**config.mk**
```make
export PLATFORM = sky130hd
export DESIGN_NAME = vtgd_front
export DESIGN_NICKNAME = d
export VERILOG_FILES = /design/src/hw/rtl/vtgd_pkg.sv /design/src/hw/rtl/vtgd_front.sv
export SDC_FILE = /design/constraint.sdc
export NUM_CORES = 1
export LEC_CHECK = 0
export BUFFER_PORTS_ARGS = -buffer_cell sky130_fd_sc_hd__buf_2
export CORE_UTILIZATION = 58
export CTS_CLUSTER_SIZE = 30
export DETAILED_ROUTE_END_ITERATION = 10
export PLACE_DENSITY = 0.86
export SYNTH_ARGS = -nofsm -noshare
export SYNTH_HDL_FRONTEND = slang
export SYNTH_SLANG_ARGS = --single-unit
```
**constraint.sdc**
```tcl
create_clock -name clk -period 7.1 [get_ports clk]
set_clock_uncertainty 0.1 [all_clocks]
set_input_delay 0.355 -clock clk [delete_from_list [all_inputs] [get_ports clk]]
set_output_delay 0.355 -clock clk [all_outputs]
set_load 0.1 [all_outputs]
```
**src/hw/rtl/vtgd_pkg.sv**
```systemverilog
// Shared types, codes and constants of the vector tile geometry decoder.
package vtgd_pkg;

	localparam int QDEPTH = 4;
	localparam int QPTR_W = $clog2(QDEPTH);
	localparam int QCNT_W = QPTR_W + 1;

	localparam int PAYLOAD_W = 162;
	localparam int TDATA_W = ((PAYLOAD_W + 7) / 8) * 8;
	localparam int PAD_W = TDATA_W - PAYLOAD_W;

	localparam logic [2:0] CMD_MOVE = 3'd1;
	localparam logic [2:0] CMD_LINE = 3'd2;
	localparam logic [2:0] CMD_CLOSE = 3'd7;

	localparam logic [1:0] KIND_POINT = 2'd0;
	localparam logic [1:0] KIND_RING = 2'd1;
	localparam logic [1:0] KIND_FINISH = 2'd2;

	localparam logic [1:0] ST_NORMAL = 2'd0;
	localparam logic [1:0] ST_ZERO = 2'd1;
	localparam logic [1:0] ST_UNKNOWN = 2'd2;

	localparam logic [31:0] RING_MIN = 32'd3;

	typedef enum logic [1:0] {
		PH_CMD,
		PH_DX,
		PH_DY
	} phase_t;

	typedef enum logic [2:0] {
		BK_IDLE,
		BK_CLOSE_MUL,
		BK_CLOSE_OUT,
		BK_POINT,
		BK_AREA_MUL,
		BK_AREA_ACC,
		BK_FINISH
	} bk_state_t;

	// steps an op asks of the back end, carried out in this order
	typedef struct packed {
		logic close_a;
		logic point;
		logic close_b;
		logic finish;
	} steps_t;

	typedef struct packed {
		steps_t      steps;
		logic [1:0]  status;
		logic [31:0] dx;
		logic [31:0] dy;
	} op_t;

	typedef struct packed {
		logic valid;
		logic full;
	} q_stat_t;

endpackage

```
**src/hw/rtl/vtgd_front.sv**
```systemverilog
// Front end: parses geometry words into back-end ops.
module vtgd_front import vtgd_pkg::*; (
	input  logic        clk,
	input  logic        arst_n,
	input  logic        s_axis_tvalid,
	output logic        s_axis_tready,
	input  logic [31:0] s_axis_tdata,   // word
	input  logic        s_axis_tlast,   // last_word
	input  q_stat_t     q_stat,
	output logic        push,
	output op_t         op
);

	phase_t      phase_q, phase_d;
	logic        is_move_q, is_move_d;
	logic [28:0] left_q, left_d;
	logic [28:0] left_dec;
	logic [28:0] cnt;
	logic [2:0]  id;
	logic        halted_q, halted_d;
	logic [31:0] pdx_q, pdx_d;
	logic        accept;
	logic        clear;

	function automatic logic [31:0] unzig(input logic [31:0] v);
		return {1'b0, v[31:1]} ^ {32{v[0]}};
	endfunction

	assign s_axis_tready = !q_stat.full;
	assign accept = s_axis_tvalid && s_axis_tready;
	assign cnt = s_axis_tdata[31:3];
	assign id = s_axis_tdata[2:0];
	assign left_dec = (left_q != '0) ? left_q - 29'd1 : '0;

	always_comb begin
		phase_d = phase_q;
		is_move_d = is_move_q;
		left_d = left_q;
		halted_d = halted_q;
		pdx_d = pdx_q;
		push = 1'b0;
		clear = 1'b0;
		op = '0;
		op.dx = unzig(pdx_q);
		op.dy = unzig(s_axis_tdata);
		if (accept) begin
			if (halted_q) begin
				clear = s_axis_tlast;
			end else if (phase_q == PH_DX && !s_axis_tlast) begin
				pdx_d = s_axis_tdata;
				phase_d = PH_DY;
			end else if (phase_q == PH_DY) begin
				push = 1'b1;
				op.steps.close_a = is_move_q;
				op.steps.point = 1'b1;
				op.steps.close_b = s_axis_tlast;
				op.steps.finish = s_axis_tlast;
				left_d = left_dec;
				phase_d = (left_dec == '0) ? PH_CMD : PH_DX;
				clear = s_axis_tlast;
			end else begin
				priority if (cnt == '0) begin
					push = 1'b1;
					op.steps.finish = 1'b1;
					op.status = ST_ZERO;
					halted_d = 1'b1;
					phase_d = PH_CMD;
				end else if (id == CMD_MOVE || id == CMD_LINE) begin
					is_move_d = (id == CMD_MOVE);
					left_d = cnt;
					phase_d = PH_DX;
					push = s_axis_tlast;
					op.steps.close_b = s_axis_tlast;
					op.steps.finish = s_axis_tlast;
				end else if (id == CMD_CLOSE) begin
					phase_d = PH_CMD;
					push = 1'b1;
					op.steps.close_b = 1'b1;
					op.steps.finish = s_axis_tlast;
				end else begin
					push = 1'b1;
					op.steps.finish = 1'b1;
					op.status = ST_UNKNOWN;
					halted_d = 1'b1;
					phase_d = PH_CMD;
				end
				clear = s_axis_tlast;
			end
			if (clear) begin
				phase_d = PH_CMD;
				is_move_d = 1'b0;
				left_d = '0;
				halted_d = 1'b0;
				pdx_d = '0;
			end
		end
	end

	always_ff @(posedge clk or negedge arst_n) begin
		if (!arst_n) begin
			phase_q <= PH_CMD;
			is_move_q <= 1'b0;
			left_q <= '0;
			halted_q <= 1'b0;
			pdx_q <= '0;
		end else begin
			phase_q <= phase_d;
			is_move_q <= is_move_d;
			left_q <= left_d;
			halted_q <= halted_d;
			pdx_q <= pdx_d;
		end
	end

endmodule

```
Word level (Yosys, flattened, before mapping) --
Cells that the tools add are included.
Operators by class: divide/modulo/power cells 0, equal/unequal tests 10, $add $sub $neg 1, shift-type cells 0, magnitude comparators 0, bitwise operators 2, muxes and demuxes 52, multiply operators 0, reductions and logical operators 15
Operators with widths (number):
- $mux W29 | 7
- $mux W32 | 3
- $xor A31 B32 Y32 | 2
- $logic_not A29 Y1 | 2
- $mux W1 | 29
- $reduce_bool A29 Y1 | 1
- $sub A29 B1 Y29 const B | 1
- $mux W2 | 9
- $mux W6 | 3
- $ne A2 B1 Y1 const B | 4
- $reduce_and A6 Y1 | 1
- $reduce_and A5 Y1 | 1
- $reduce_bool A2 Y1 | 2
- $eq A3 B1 Y1 const B | 1
- $eq A3 B2 Y1 const B | 1
- $eq A3 B3 Y1 const B | 1
- $mux W3 | 1
- $ne A3 B2 Y1 const B | 1
- $reduce_and A3 Y1 | 1
- $reduce_bool A3 Y1 | 1
- $eq A2 B1 Y1 const B | 1
- $eq A2 B2 Y1 const B | 1
- $logic_and A1 B1 Y1 | 2
- $logic_not A1 Y1 | 2
- 2 further kinds | 2
Storage, ports and cells: register bits after elaboration 65, latch bits 0, RAM bits 0, memories 0, logic and storage cells 85, bits in read-only memories 0

Longest topological paths before layout --
depth after elaboration 8, gate-level depth with buffers 12, gate-level depth less buffers 9

Least setup slack after synthesis --
OpenSTA, ideal clock, no wires.
kind input-to-output, start point input s_axis_tdata[0], end point output op[65] (netlist bit), arrival 3.777 ns, setup slack 2.868 ns, buffers on the path 2, stages 8, path through clkbuf_1 > buf_1 > inv_1 > ha_1 > nor2_1 > nor2_1 > a21oi_1 > nor3b_1
RTL lines:
- from (decl) | RTL line vtgd_front.sv:7 | input logic [31:0] s_axis_tdata,
- to (decl) | RTL line vtgd_front.sv:11 | output op_t op

==> results.toml <==
[yosys]
synth_top_area_cell = "dfrtp_1"
synth_cell_types = 56
async_flop_share_pct = 100
synth_edf_count = 0
syn_nets = 530
synth_area_leaders = "dfrtp_1 37%, xor2_1 13%, a22o_1 8.1%"
synth-warning-count = 0
synth_top_area_share_pct = 36.8
syn-cell-area_mm2 = 0.00442
ys_ff_latch = 65
synthFlopType = "dfrtp_1"
syn-mean-instance-area_um2 = 9.07
synth_cells = 487
synth-seq-area-share_pct = 36.8

[place]
place.gp.congestion = 0.926
placed_cell_area_mm2 = 0.00496
hpwl_um = 8850
io_buffer_count = 108

[timing]
fin_crit_ns = 3.18
finalCritPeriodShare_pct = 44.8
slew_headroom_pct = 22.9
fmax_mhz = 314
final_hold_viol_count = 0
drv_slew = 0
rsz0062_at_grt = "no"
final.setup.tns_ns = 0
setup_violations = 0
tightest_slew_ns = 1.16

[critical_path]
cp_max_fo = 35
critPathLaunchType = "input pin"
r2r_end = "phase_q[0]$_DFFE_PN0P_"
criticalPathCategory = "input pin to primary output"
r2r_start = "left_q[0]$_DFFE_PN0P_"
setup.worst_path.end_class = "primary output"
crit_chain = "buf_2, inv_1, ha_1, nor2_1, nor2_1, a21oi_1, nor2_1, nor2_1, a21oi_1, nor2_1, buf_2"
cp_top_family = "buffers and inverters"
r2r_slack_ns = 4.08
slowest_delay_ns = 0.70
worstPathRequired_ns = 6.64
crit_top_cell = "nor2_1"
worstPathArrival_ns = 2.73
path_depth = 11
cp_slowest_cell = "buf_2"
crit_path_start = "s_axis_tdata[0]"
reg2regPathDepth = 8
crit_path_end = "op[66]"
cp_num_buf_inv = 3

[clock_network]
cts_made_buffers = 9
cts_tree = "done"
hold_buffers = 0
cts_repair_resize_count = 0
root_buffer = "clkbuf_8"
cts.clk_slew.worst_paths_ns = 0.07
clkSinkCount = 65
clk_latency_ns = 0.34
cts.path.max_buffers = 2
cts_max_level = 3
post_cts_buffers = 0

[grt]
grt_usage_pct = 33.1
antenna_found_initial = 0
grt_pass1_wl_um = 19800
grt_pass1_vias = 3968
grt_max_degree = 66
overflow = 0

[flow_run]
cap_violations = 0

[layout]
nFillCells = 557
fin_area_mm2 = 0.00515
nets = 619
diodes = 0
drive_gt1_share_pct = 26.0
area_growth_pct = 16.5

[drt]
drt-initial-drc-count = 308
antenna_left = 0
vias_per_cell = 6.27
routedWlPerCell_um = 18.6
drt_first_pass_iters = 5
drt-total-wl_um = 12600
drc = 0
vias = 4259

[hold_path]
hold_path_class = "input pin to asynchronous set/reset pin"

[floorplanning]
row_count = 31
initial_core_util_pct = 60.6
coreArea_mm2 = 0.00729
dieArea_mm2 = 0.00797
fp.dieH_um = 89.3
die_w_um = 89.3
io_pins = 110

[power_and_ir_drop]
irDropWorstVdd_mv = 0.105
power.total_w = 0.00144
power_leakage_nw = 2.71
power_density_mw_per_mm2 = 280

[run_status]
status = "completed"
-- layout by cell type (no fill, tap or decap), types with 3 or more instances in the layout --
| cell type | instances |
|---|---|
| dfrtp_1 | 65 |
| nor4_2 | 3 |
| nor3_1 | 12 |
| nor2_1 | 38 |
| nor4_4 | 3 |
| nand2_1 | 35 |
| nor3b_1 | 4 |
| buf_4 | 7 |
| a211oi_1 | 4 |
| inv_1 | 10 |
| o21ai_0 | 38 |
| buf_2 | 108 |
| o21ai_1 | 5 |
| ha_1 | 5 |
| clkbuf_8 | 9 |
| nor4_1 | 15 |
| nand3_1 | 3 |
| nand2b_1 | 4 |
| or3_1 | 3 |
| or4_1 | 3 |
| xnor2_1 | 12 |
| a22o_1 | 41 |
| nand4_1 | 5 |
| xor2_1 | 67 |
| a31oi_1 | 3 |
| clkinv_2 | 3 |
| o31ai_1 | 3 |
| a22oi_1 | 5 |
| a21oi_1 | 26 |
-- how the worst min path moves through the flow --
stage,from,endpoint,depth (start not counted)
2_1_floorplan,arst_n,halted_q$_DFFE_PN0P_,0
3_3_place_gp,phase_q[1]$_DFFE_PN0P_,phase_q[1]$_DFFE_PN0P_,1
3_5_place_dp,pdx_q[6]$_DFFE_PN0P_,pdx_q[6]$_DFFE_PN0P_,1
4_1_cts,arst_n,left_q[14]$_DFFE_PN0P_,2
5_1_grt,arst_n,pdx_q[31]$_DFFE_PN0P_,2
6_report,arst_n,pdx_q[31]$_DFFE_PN0P_,2
-- flip-flops by register name (all words and copies together) (netlist names) --
register   count
pdx_q         32
left_q        29
phase_q        2
halted_q       1
is_move_q      1
-- cell usage after synthesis (3+ instances only) --
library cell and n:
nor3b_1 4, nor4_4 3, nor3_1 13, o21ai_1 5, nand3_1 3, nand2_1 35
nor2_1 38, inv_1 10, a211oi_1 4, a22oi_1 5, or3_1 3, clkbuf_1 21
dfrtp_1 65, nand4_1 5, a31oi_1 3, nand2b_1 4, buf_1 3, a22o_1 41
o31ai_1 3, nor4_2 3, ha_1 5, xnor2_1 12, a21oi_1 26, o21ai_0 38
xor2_1 67, or4_1 3, buf_4 4, nor4_1 15, buf_2 7
-- metal layers --
layer | wire, um | global-route usage (%)
met1 | 5370 | 44.9
met2 | 5870 | 51.8
met3 | 1060 | 7.29
met4 | 308 | 13.4
met5 | 0 | 0
-- area by class of cell --
type                    count  area, um2  area share (%)
flip-flops and latches     65       1630            31.6
multi-input cells         375       2580            50.2
inverters                  10       37.5           0.729
clock buffers               9        124            2.41
clock inverters             6       60.1            1.17
repair buffers            115        593            11.5
well taps                  99        124            2.41
-- power breakdown --
group | leakage, nW | total (W) | internal [W] | switching (W)
Sequential | 0.897 | 0.000432 | 0.000394 | 0.0000380
Clock | 0.0909 | 0.000306 | 0.000158 | 0.000147
Combinational | 1.72 | 0.000705 | 0.000182 | 0.000524
-- through the flow --
stage	utilization (%)	cells	setup slack, ns	hold WS, ns
finish	70.6	679	3.92	0.0993
global route	70.6	679	3.74	0.166
CTS	70.6	679	3.97	0.120
detailed placement	68.1	664	3.81	0.412
global placement	68.1	664	3.91	0.392
floorplan	-	487	2.87	-0.0406
-- kinds of logic after synthesis --
logic type	after synthesis	share of synthesized area [%]
AND/OR/NAND/NOR	149	19.5
AO/OA/AOI/OAI	140	21.3
buffers and inverters	47	4.87
flip-flops	65	36.8
adder cells (fa/ha/maj)	7	1.87
XOR/XNOR	79	15.7
Power figures use the tool's default switching activity.
