File: src/hw/rtl/vtgd_pkg.sv
// Shared types, codes and constants of the vector tile geometry decoder.
package vtgd_pkg;

	localparam int QDEPTH = 4;
	localparam int QPTR_W = $clog2(QDEPTH);
	localparam int QCNT_W = QPTR_W + 1;

	localparam int PAYLOAD_W = 162;
	localparam int TDATA_W = ((PAYLOAD_W + 7) / 8) * 8;
	localparam int PAD_W = TDATA_W - PAYLOAD_W;

	localparam logic [2:0] CMD_MOVE = 3'd1;
	localparam logic [2:0] CMD_LINE = 3'd2;
	localparam logic [2:0] CMD_CLOSE = 3'd7;

	localparam logic [1:0] KIND_POINT = 2'd0;
	localparam logic [1:0] KIND_RING = 2'd1;
	localparam logic [1:0] KIND_FINISH = 2'd2;

	localparam logic [1:0] ST_NORMAL = 2'd0;
	localparam logic [1:0] ST_ZERO = 2'd1;
	localparam logic [1:0] ST_UNKNOWN = 2'd2;

	localparam logic [31:0] RING_MIN = 32'd3;

	typedef enum logic [1:0] {
		PH_CMD,
		PH_DX,
		PH_DY
	} phase_t;

	typedef enum logic [2:0] {
		BK_IDLE,
		BK_CLOSE_MUL,
		BK_CLOSE_OUT,
		BK_POINT,
		BK_AREA_MUL,
		BK_AREA_ACC,
		BK_FINISH
	} bk_state_t;

	// steps an op asks of the back end, carried out in this order
	typedef struct packed {
		logic close_a;
		logic point;
		logic close_b;
		logic finish;
	} steps_t;

	typedef struct packed {
		steps_t      steps;
		logic [1:0]  status;
		logic [31:0] dx;
		logic [31:0] dy;
	} op_t;

	typedef struct packed {
		logic valid;
		logic full;
	} q_stat_t;

endpackage

File: src/hw/rtl/vtgd_queue.sv
// Short op queue between front and back end.
module vtgd_queue import vtgd_pkg::*; (
	input  logic    clk,
	input  logic    arst_n,
	input  logic    push,
	input  op_t     push_op,
	input  logic    pop,
	output op_t     head,
	output q_stat_t q_stat
);

	op_t               mem_q [QDEPTH];
	logic [QPTR_W-1:0] wr_ptr_q;
	logic [QPTR_W-1:0] rd_ptr_q;
	logic [QCNT_W-1:0] cnt_q;

	assign head = mem_q[rd_ptr_q];
	assign q_stat.valid = (cnt_q != '0);
	assign q_stat.full = (cnt_q == QCNT_W'(QDEPTH));

	always_ff @(posedge clk) begin
		if (push) begin
			mem_q[wr_ptr_q] <= push_op;
		end
	end

	always_ff @(posedge clk or negedge arst_n) begin
		if (!arst_n) begin
			wr_ptr_q <= '0;
			rd_ptr_q <= '0;
			cnt_q <= '0;
		end else begin
			if (push) begin
				wr_ptr_q <= wr_ptr_q + QPTR_W'(1);
			end
			if (pop) begin
				rd_ptr_q <= rd_ptr_q + QPTR_W'(1);
			end
			unique case ({push, pop})
				2'b10: cnt_q <= cnt_q + QCNT_W'(1);
				2'b01: cnt_q <= cnt_q - QCNT_W'(1);
				default: cnt_q <= cnt_q;
			endcase
		end
	end

	a_no_push_full: assert property (@(posedge clk) disable iff (!arst_n)
		push |-> !q_stat.full) else $error("push into full queue");
	a_no_pop_empty: assert property (@(posedge clk) disable iff (!arst_n)
		pop |-> q_stat.valid) else $error("pop from empty queue");
	a_cnt_range: assert property (@(posedge clk) disable iff (!arst_n)
		cnt_q <= QCNT_W'(QDEPTH)) else $error("queue count out of range");

endmodule

File: config.mk
export PLATFORM = sky130hd
export DESIGN_NAME = vtgd_queue
export DESIGN_NICKNAME = d
export VERILOG_FILES = /design/src/hw/rtl/vtgd_pkg.sv /design/src/hw/rtl/vtgd_queue.sv
export SDC_FILE = /design/constraint.sdc
export NUM_CORES = 1
export LEC_CHECK = 0
export ABC_AREA = 0
export BUFFER_PORTS_ARGS = -buffer_cell sky130_fd_sc_hd__buf_4
export CAP_MARGIN = 0
export CORE_ASPECT_RATIO = 0.8
export CORE_MARGIN = 2
export CORE_UTILIZATION = 57
export DETAILED_ROUTE_END_ITERATION = 7
export GPL_TIMING_DRIVEN = 0
export PLACE_DENSITY = 0.83
export SYNTH_ARGS = -nofsm -noshare
export SYNTH_HDL_FRONTEND = slang
export SYNTH_SLANG_ARGS = --single-unit
File: constraint.sdc
create_clock -name clk -period 3.1 [get_ports clk]
set_input_delay 0.155 -clock clk [delete_from_list [all_inputs] [get_ports clk]]
set_output_delay 0.155 -clock clk [all_outputs]
set_load 0.1 [all_outputs]
# Yosys cells after proc, flatten, opt, wreduce, memory -nomap -nowiden
# Memories as Yosys holds them, arrays and structs flattened.
# Cells that the tools add are included.
[totals]
ff_bits = 7
mem_bits_rw = 280
mem_count = 1
out_inout_bits = 72
input_bits = 74
elab_cells = 16
[mem_list]
columns = ["memory", "words", "width", "read_ports", "rd_clocked_by_memory_dff", "write_ports", "line_no", "source"]
rows = [
  ["mem_q", 4, 70, 1, 0, 1, "vtgd_queue.sv:12", "op_t mem_q [QDEPTH];"],
]
[classes]
n_reduce_logical = 2
n_mux = 3
addsub = 4
n_eq_ne = 3
[ops]
columns = ["cell", "count"]
rows = [
  ["3-bit case mux with 2 select lines", 1],
  ["2-bit by 1-bit adder with 2-bit output (second input constant)", 2],
  ["3-bit by 1-bit adder with 3-bit output (second input constant)", 1],
  ["3-bit == test (second input constant)", 1],
  ["3-bit nonzero test", 1],
  ["3-bit by 1-bit subtractor with 3-bit output (second input constant)", 1],
  ["2-bit by 1-bit == test with 1-bit output (second input constant)", 1],
  ["2-bit == test (second input constant)", 1],
  ["1-bit 2-to-1 mux", 2],
  ["2-bit nonzero test", 1],
]

# Longest topological paths before layout
# Gate-level depths: netlist of run 1.
[logic_depth]
word_depth = 2
mapped_depth = 7
depth_no_buf = 7

# Worst setup path after synthesis of run 1
# Ideal clock, no wire load.
[synth_path]
path_kind = "reg2reg"
startpoint = "register wr_ptr_q[0]"
endpoint = "memory mem_q[0][0] (netlist bit) (enable)"
synth_period_minus_slack_ns = 2.696
arrival_time_ns = 2.260
path_buffers = 0
path_slack_ns = 0.404
t_required_ns = 2.665
setup_time_ns = 0.435
path_stages_with_launch = 4
path_cell_list = "dfrtp_1 -> inv_1 -> ha_1 -> and2_1"
[synth_rtl]
columns = ["item", "line_no", "source"]
rows = [
  ["start: declaration", "vtgd_queue.sv:13", "logic [QPTR_W-1:0] wr_ptr_q;"],
  ["start signal: assignment", "vtgd_queue.sv:34", "wr_ptr_q <= wr_ptr_q + QPTR_W'(1);"],
  ["end: declaration", "vtgd_queue.sv:12", ""],
]
# Straight into the memory's write port.

==> impl_metrics.csv, run 1 <==
group,metric,value,unit
synth,yosys-top-cells-area,"edfxtp_1 79%, mux4_2 14%, dfrtp_1 1.7%",
drt,dr.pass1.iters,5,
synth,yosysTopAreaCellShare,0.7948,
global_route,grt_max_degree,41,
sta,finalHoldWorstSlack,0.3741,ns
sta,slew_viol_final,0,
clock_tree,clk_pin_slew,0.06,ns
floorplan,num_io_pins,146,
setup_path,required,2.94,ns
sta,fin_crit,2.434,ns
synth,synthDistinctLibCells,20,
drt,vias_per_cell,5.641,
floorplan,start_util,0.5823,
synth,yosysSeqAreaShare,0.8114,
clock_tree,cts_buffer_depth,3,
placement,io_buffers,145,
sta,max_freq,410.9,MHz
placement,place_ws,1.176,ns
setup_path,end_kind,"primary output",
drt,drcViolationCount,0,
synth,synth_edf_count,280,
hold_path,hold_path.class,"in -> reg",
clock_tree,postCtsSetupBuffers,0,
global_route,overflow,0,
floorplan,coreArea,0.01817,mm²
synth,synth_ff_type,"edfxtp_1",
placement,dp.final_hpwl,11140,µm
synth,synthCells,402,
clock_tree,cts_buffers,27,
cells_and_area,diodes,0,
cells_and_area,fin_nets,734,
sta,relSlewSlack,0.6507,
synth,syn-num-nets,482,
clock_tree,clk_latency,0.52,ns
synth,synth_top_area_cell,"edfxtp_1",
setup_path,startpoint_type,"register",
global_route,grt_pass1_vias,5601,
global_route,antenna_found_initial,0,
global_route,grt_first_pass_wirelength,31400,µm
floorplan,row_count,44,
synth,synth.most_common_cell,"edfxtp_1",
drt,wl_per_cell,22.28,µm
run,timing.max_cap.violations,0,
clock_tree,root_buffer,"clkbuf_16",
sta,rsz0062_at_grt,"false",
setup_path,crit_type,"reg -> out",
clock_tree,tritoncts,"built",
setup_path,crit_fanout,10,
sta,setup_viol,0,
drt,initialDrtViolationCount,364,
placement,placed_cells,781,
placement,gp_congestion,0.7340,
clock_tree,htreeDepth,1,
floorplan,chipHeight,125.9,µm
sta,hold_viol,0,
sta,setup_ws,0.6662,ns
setup_path,arrival,2.28,ns
cells_and_area,final_cells,905,
synth,synth-seq-cells,287,
synth,syn_area_per_cell,26.32,µm²
clock_tree,cts_hold_buf,74,
cells_and_area,utilization,0.7520,
floorplan,die_w,156.3,µm
cells_and_area,syn_to_final_growth,29.14,%
global_route,grt.total_usage,0.2111,
synth,syn-cell-area,0.01058,mm²
cells_and_area,drive_gt1_frac,0.4030,
synth,async_flop_share,0.02439,
floorplan,die-area,0.01967,mm²
drt,postRouteAntennaNets,0,
status,status,"completed",
synth,ys_top_cells_by_count,"280 x edfxtp_1, 68 x mux4_2, 7 x buf_12, 7 x buf_2, 7 x dfrtp_1",
clock_tree,cts_sinks,287,
clock_tree,cts.repair.resized,0,
synth,yosys_warnings,0,
drt,vias,5105,
sta,worst_pin_slew,0.5239,ns
sta,period_share,0.7851,
drt,wl,20170,µm
sta,clock_skew,0.006497,ns
==> final cells by class <==
cell class | instances | area [µm²]
fill | 987 | 4506
sequential | 287 | 8583
clock buffer | 42 | 762.0
tap | 230 | 287.8
multi-input combinational | 93 | 1793
timing repair buffer | 223 | 1932
inverter | 6 | 22.52
buffer | 16 | 190.2
clock inverter | 8 | 91.34
==> kinds of logic (layout without fill, tap and decap cells) <==
family / Yosys count / after routing / share of synthesized area
AOI/OAI and AO/OA: 1 / 1 / 0.0004726
xor gates and xnor gates: 6 / 6 / 0.004967
adders and majority gates: 6 / 6 / 0.007806
buffers and inverters: 22 / 295 / 0.02011
DFF: 287 / 287 / 0.8114
muxes: 71 / 71 / 0.1507
and+or+nand+nor: 9 / 9 / 0.004613
==> layer usage <==
metal | GRT usage | wire [µm] | vias to the layer above
met1 | 0.2875 | 7934 | 2634
met4 | 0.03994 | 285 | 0
met5 | 0 | 0 | -
met2 | 0.3605 | 10500 | 218
li1 | - | - | 2228
met3 | 0.04749 | 1449 | 25
==> sequential cells by signal, summed over array words and instances (netlist names) <==
register / flops
rd_ptr_q: 2
wr_ptr_q: 2
mem_q: 280
cnt_q: 3
==> critical path, stage by stage (launching register included) <==
cell	delay (ns)
dfrtp_1	0.32
clkbuf_1	0.41
buf_2	0.38
mux4_2	0.38
buf_4	0.25
==> cell usage in the layout, fill, tap and decap left out, types with 5 or more instances in the layout <==
master	Yosys	final
buf_4	0	145
inv_1	6	6
mux4_2	68	68
dfrtp_1	7	7
buf_2	7	7
clkbuf_1	1	13
buf_12	7	8
clkbuf_16	0	27
edfxtp_1	280	280
dlygate4sd3_1	0	74
ha_1	5	5
==> path summary, 6_finish.rpt <==
check                                              from                 endpoint  slack, ns  depth (start not counted)
max in group asynchronous                        arst_n  rd_ptr_q[1]$_DFFE_PN0P_       2.23                          3
min in group asynchronous                        arst_n  wr_ptr_q[1]$_DFFE_PN0P_       0.62                          3
worst max-delay path            rd_ptr_q[1]$_DFFE_PN0P_                 head[43]       0.67                          4
worst max register to register  wr_ptr_q[0]$_DFFE_PN0P_   mem_q[0][35]$_DFFE_PP_       1.26                          4
worst min-delay path                        push_op[14]   mem_q[0][14]$_DFFE_PP_       0.37                          2
worst min register to register     cnt_q[2]$_DFFE_PN0P_     cnt_q[2]$_DFFE_PN0P_       0.49                          1
==> per-stage QoR <==
step	TNS [ns]	area, µm²
floorplan	0	10580
global placement	-197.17	11960
detailed placement	0	12070
CTS	0	13660
global route	0	13660
finish	0	13660
Power of run 1 is left out: the tool's default activity adds up to more than one toggle a clock period on the data nets, which glitch-free logic cannot reach.
==> run 2: changes to the inputs <==
--- a/config.mk
+++ b/config.mk
@@ -5,15 +5,15 @@
 export SDC_FILE = /design/constraint.sdc
 export NUM_CORES = 1
 export LEC_CHECK = 0
-export ABC_AREA = 0
+export ABC_AREA = 1
 export BUFFER_PORTS_ARGS = -buffer_cell sky130_fd_sc_hd__buf_4
 export CAP_MARGIN = 0
 export CORE_ASPECT_RATIO = 0.8
 export CORE_MARGIN = 2
-export CORE_UTILIZATION = 57
+export CORE_UTILIZATION = 58
 export DETAILED_ROUTE_END_ITERATION = 7
 export GPL_TIMING_DRIVEN = 0
-export PLACE_DENSITY = 0.83
+export PLACE_DENSITY = 0.84
 export SYNTH_ARGS = -nofsm -noshare
 export SYNTH_HDL_FRONTEND = slang
 export SYNTH_SLANG_ARGS = --single-unit
==> constraint.sdc (replaced) <==
create_clock -name clk -period 2.4 [get_ports clk]
set_input_delay 0.12 -clock clk [delete_from_list [all_inputs] [get_ports clk]]
set_output_delay 0.12 -clock clk [all_outputs]
set_load 0.1 [all_outputs]
==> run 2 against run 1 <==
Net effect: utilization rose by 0.97 points; global-route usage rose by 3.4 points; synthesized cell count up 120%; cell area is 7.0% higher; setup slack worse by 0.50 ns; hold slack worse by 0.033 ns; critical path depth grew 1; register-to-register slack lost 1.1 ns; sequential share of layout area shrank 4.1 points; clock skew grew 0.00089 ns; cell count up 54%; first-iteration DRC count is 80% higher.
==> impl_metrics.csv, run 2 <==
group,metric,value,unit
placement,post_dp_cell_area,0.01303,mm²
clock_tree,htreeDepth,1,
clock_tree,cts_sinks,287,
synth,yosysSeqAreaShare,0.7478,
run,timing.max_cap.violations,0,
sta,max_freq,447.2,MHz
setup_path,required,2.64,ns
synth,synth_edf_count,280,
placement,gp_congestion,0.7551,
drt,wl,25500,µm
sta,fin_crit,2.236,ns
placement,place_ws,0.09910,ns
synth,synth.most_common_cell,"edfxtp_1",
floorplan,die_w,161.3,µm
global_route,overflow,0,
setup_path,end_kind,"register",
drt,drcViolationCount,0,
drt,vias_per_cell,5.416,
sta,hold_viol,0,
synth,yosysTopAreaCellShare,0.7325,
floorplan,die-area,0.02094,mm²
floorplan,start_util,0.5978,
sta,clock_skew,0.007385,ns
cells_and_area,diodes,0,
synth,syn-cell-area,0.01148,mm²
setup_path,startpoint_type,"register",
sta,finalHoldWorstSlack,0.3409,ns
clock_tree,clk_pin_slew,0.06,ns
setup_path,worstReg2RegStart,"wr_ptr_q[0]$_DFFE_PN0P_",
synth,synth-seq-cells,287,
global_route,grt_first_pass_wirelength,39210,µm
hold_path,min_to,"mem_q[1][50]$_DFFE_PP_",
hold_path,hold_path.class,"in -> reg",
setup_path,crit_path_start,"wr_ptr_q[0]$_DFFE_PN0P_",
clock_tree,cts_buffer_depth,3,
synth,synth_ff_type,"edfxtp_1",
setup_path,r2r_end,"mem_q[0][59]$_DFFE_PP_",
setup_path,crit_type,"reg -> reg",
hold_path,hold_path_depth,2,
global_route,grt_pass1_vias,7546,
cells_and_area,stdcell_area,0.01462,mm²
setup_path,arrival,2.48,ns
setup_path,crit_fanout,37,
cells_and_area,drive_gt1_frac,0.2137,
cells_and_area,syn_to_final_growth,27.40,%
cells_and_area,largest_register,"mem_q",
synth,synthCells,865,
synth,ys_top_cells_by_count,"280 x edfxtp_1, 221 x nand2_1, 153 x inv_1",
sta,period_share,0.9318,
synth,synthDistinctLibCells,18,
cells_and_area,utilization,0.7617,
drt,initialDrtViolationCount,656,
global_route,grt.total_usage,0.2446,
placement,io_buffers,144,
sta,rsz0062_at_grt,"false",
drt,wl_per_cell,18.28,µm
synth,syn_area_per_cell,13.27,µm²
cells_and_area,largest_registers,"mem_q (280), cnt_q (3)",
cells_and_area,final_common_cell,"edfxtp_1",
floorplan,chipHeight,129.8,µm
drt,vias,7555,
placement,dp.final_hpwl,15240,µm
cells_and_area,fin_nets,1198,
drt,postRouteAntennaNets,0,
floorplan,row_count,45,
sta,slew_viol_final,0,
setup_path,rr_worst_depth,5,
hold_path,worstHoldStart,"push_op[50]",
cells_and_area,largest_register_ffs,280,
cells_and_area,layout_common_cells,"280 x edfxtp_1, 220 x nand2_1, 149 x inv_1, 148 x buf_4, 140 x o211ai_1",
synth,async_flop_share,0.02439,
clock_tree,clk_latency,0.52,ns
status,status,"completed",
sta,worst_pin_slew,0.8742,ns
synth,syn-num-nets,945,
setup_path,r2r_slack,0.16,ns
sta,setup_viol,0,
sta,setup_ws,0.1636,ns
clock_tree,cts_buffers,27,
synth,yosys-top-cells-area,"edfxtp_1 73%, o211ai_1 9.2%, nand2_1 7.2%",
floorplan,coreArea,0.01920,mm²
cells_and_area,fillCellCount,1082,
drt,dr.pass1.iters,6,
global_route,grt_max_degree,39,
clock_tree,root_buffer,"clkbuf_16",
clock_tree,tritoncts,"built",
floorplan,num_io_pins,146,
synth,synth_top_area_cell,"edfxtp_1",
synth,yosys_warnings,0,
clock_tree,postCtsSetupBuffers,0,
sta,relSlewSlack,0.4160,
global_route,antenna_found_initial,0,
run 2: how the worst max path moves through the flow:
stage / depth (start not counted) / to / slack [ns]
2_1_floorplan: 3 / mem_q[3][0]$_DFFE_PP_ / 0.02
3_3_place_gp: 3 / mem_q[3][11]$_DFFE_PP_ / -1.0
3_5_place_dp: 5 / mem_q[0][17]$_DFFE_PP_ / 0.1
4_1_cts: 5 / mem_q[0][61]$_DFFE_PP_ / 0.11
5_1_grt: 5 / mem_q[0][60]$_DFFE_PP_ / 0.01
6_report: 5 / mem_q[0][59]$_DFFE_PP_ / 0.16
run 2: metrics by stage:
stage | setup TNS, ns | instances
finish | 0 | 1395
global route | 0 | 1395
CTS | 0 | 1395
detailed placement | 0 | 1273
global placement | -179.38 | 1267
floorplan | 0 | 865
run 2: worst max-delay path: stages (launching register included):
cell and delay, ns:
dfrtp_2 0.40, inv_1 0.07, ha_1 0.21, nand2_2 0.09, clkinvlp_4 0.69, buf_12 0.47
run 2: cell families after synthesis:
group,count (synthesis),synth area share
flops,287,0.7478
simple gates,225,0.07412
buf+inv,201,0.07543
compound gates,142,0.09244
fa+ha+maj,6,0.007194
xor+xnor,4,0.003053
run 2: per-layer routing:
metal	GRT usage	vias up	share of wire
li1	-	3509	-
met2	0.4176	345	0.50
met5	0	-	0
met1	0.3321	3646	0.40
met3	0.03497	55	0.078
met4	0.08088	0	0.025
run 2: what timing repair did:
action / CTS / global route
endpoints found under the hold margin: 290 / 0
gates resized for setup: 0 / 2
hold buffers: 74 / 0
setup endpoints to repair: 0 / 37
run 2: final cells by class:
type	count	area (µm²)	share of cell area
Timing Repair Buffer	224	1949	0.1333
Tap cell	258	322.8	0.02207
Sequential cell	287	8584	0.5870
Clock inverter	19	167.7	0.01146
Buffer	47	287.8	0.01968
Multi-Input combinational cell	377	2037	0.1393
Clock buffer	29	683.2	0.04671
Inverter	154	591.8	0.04047
Power of run 2 is left out for the same reason.
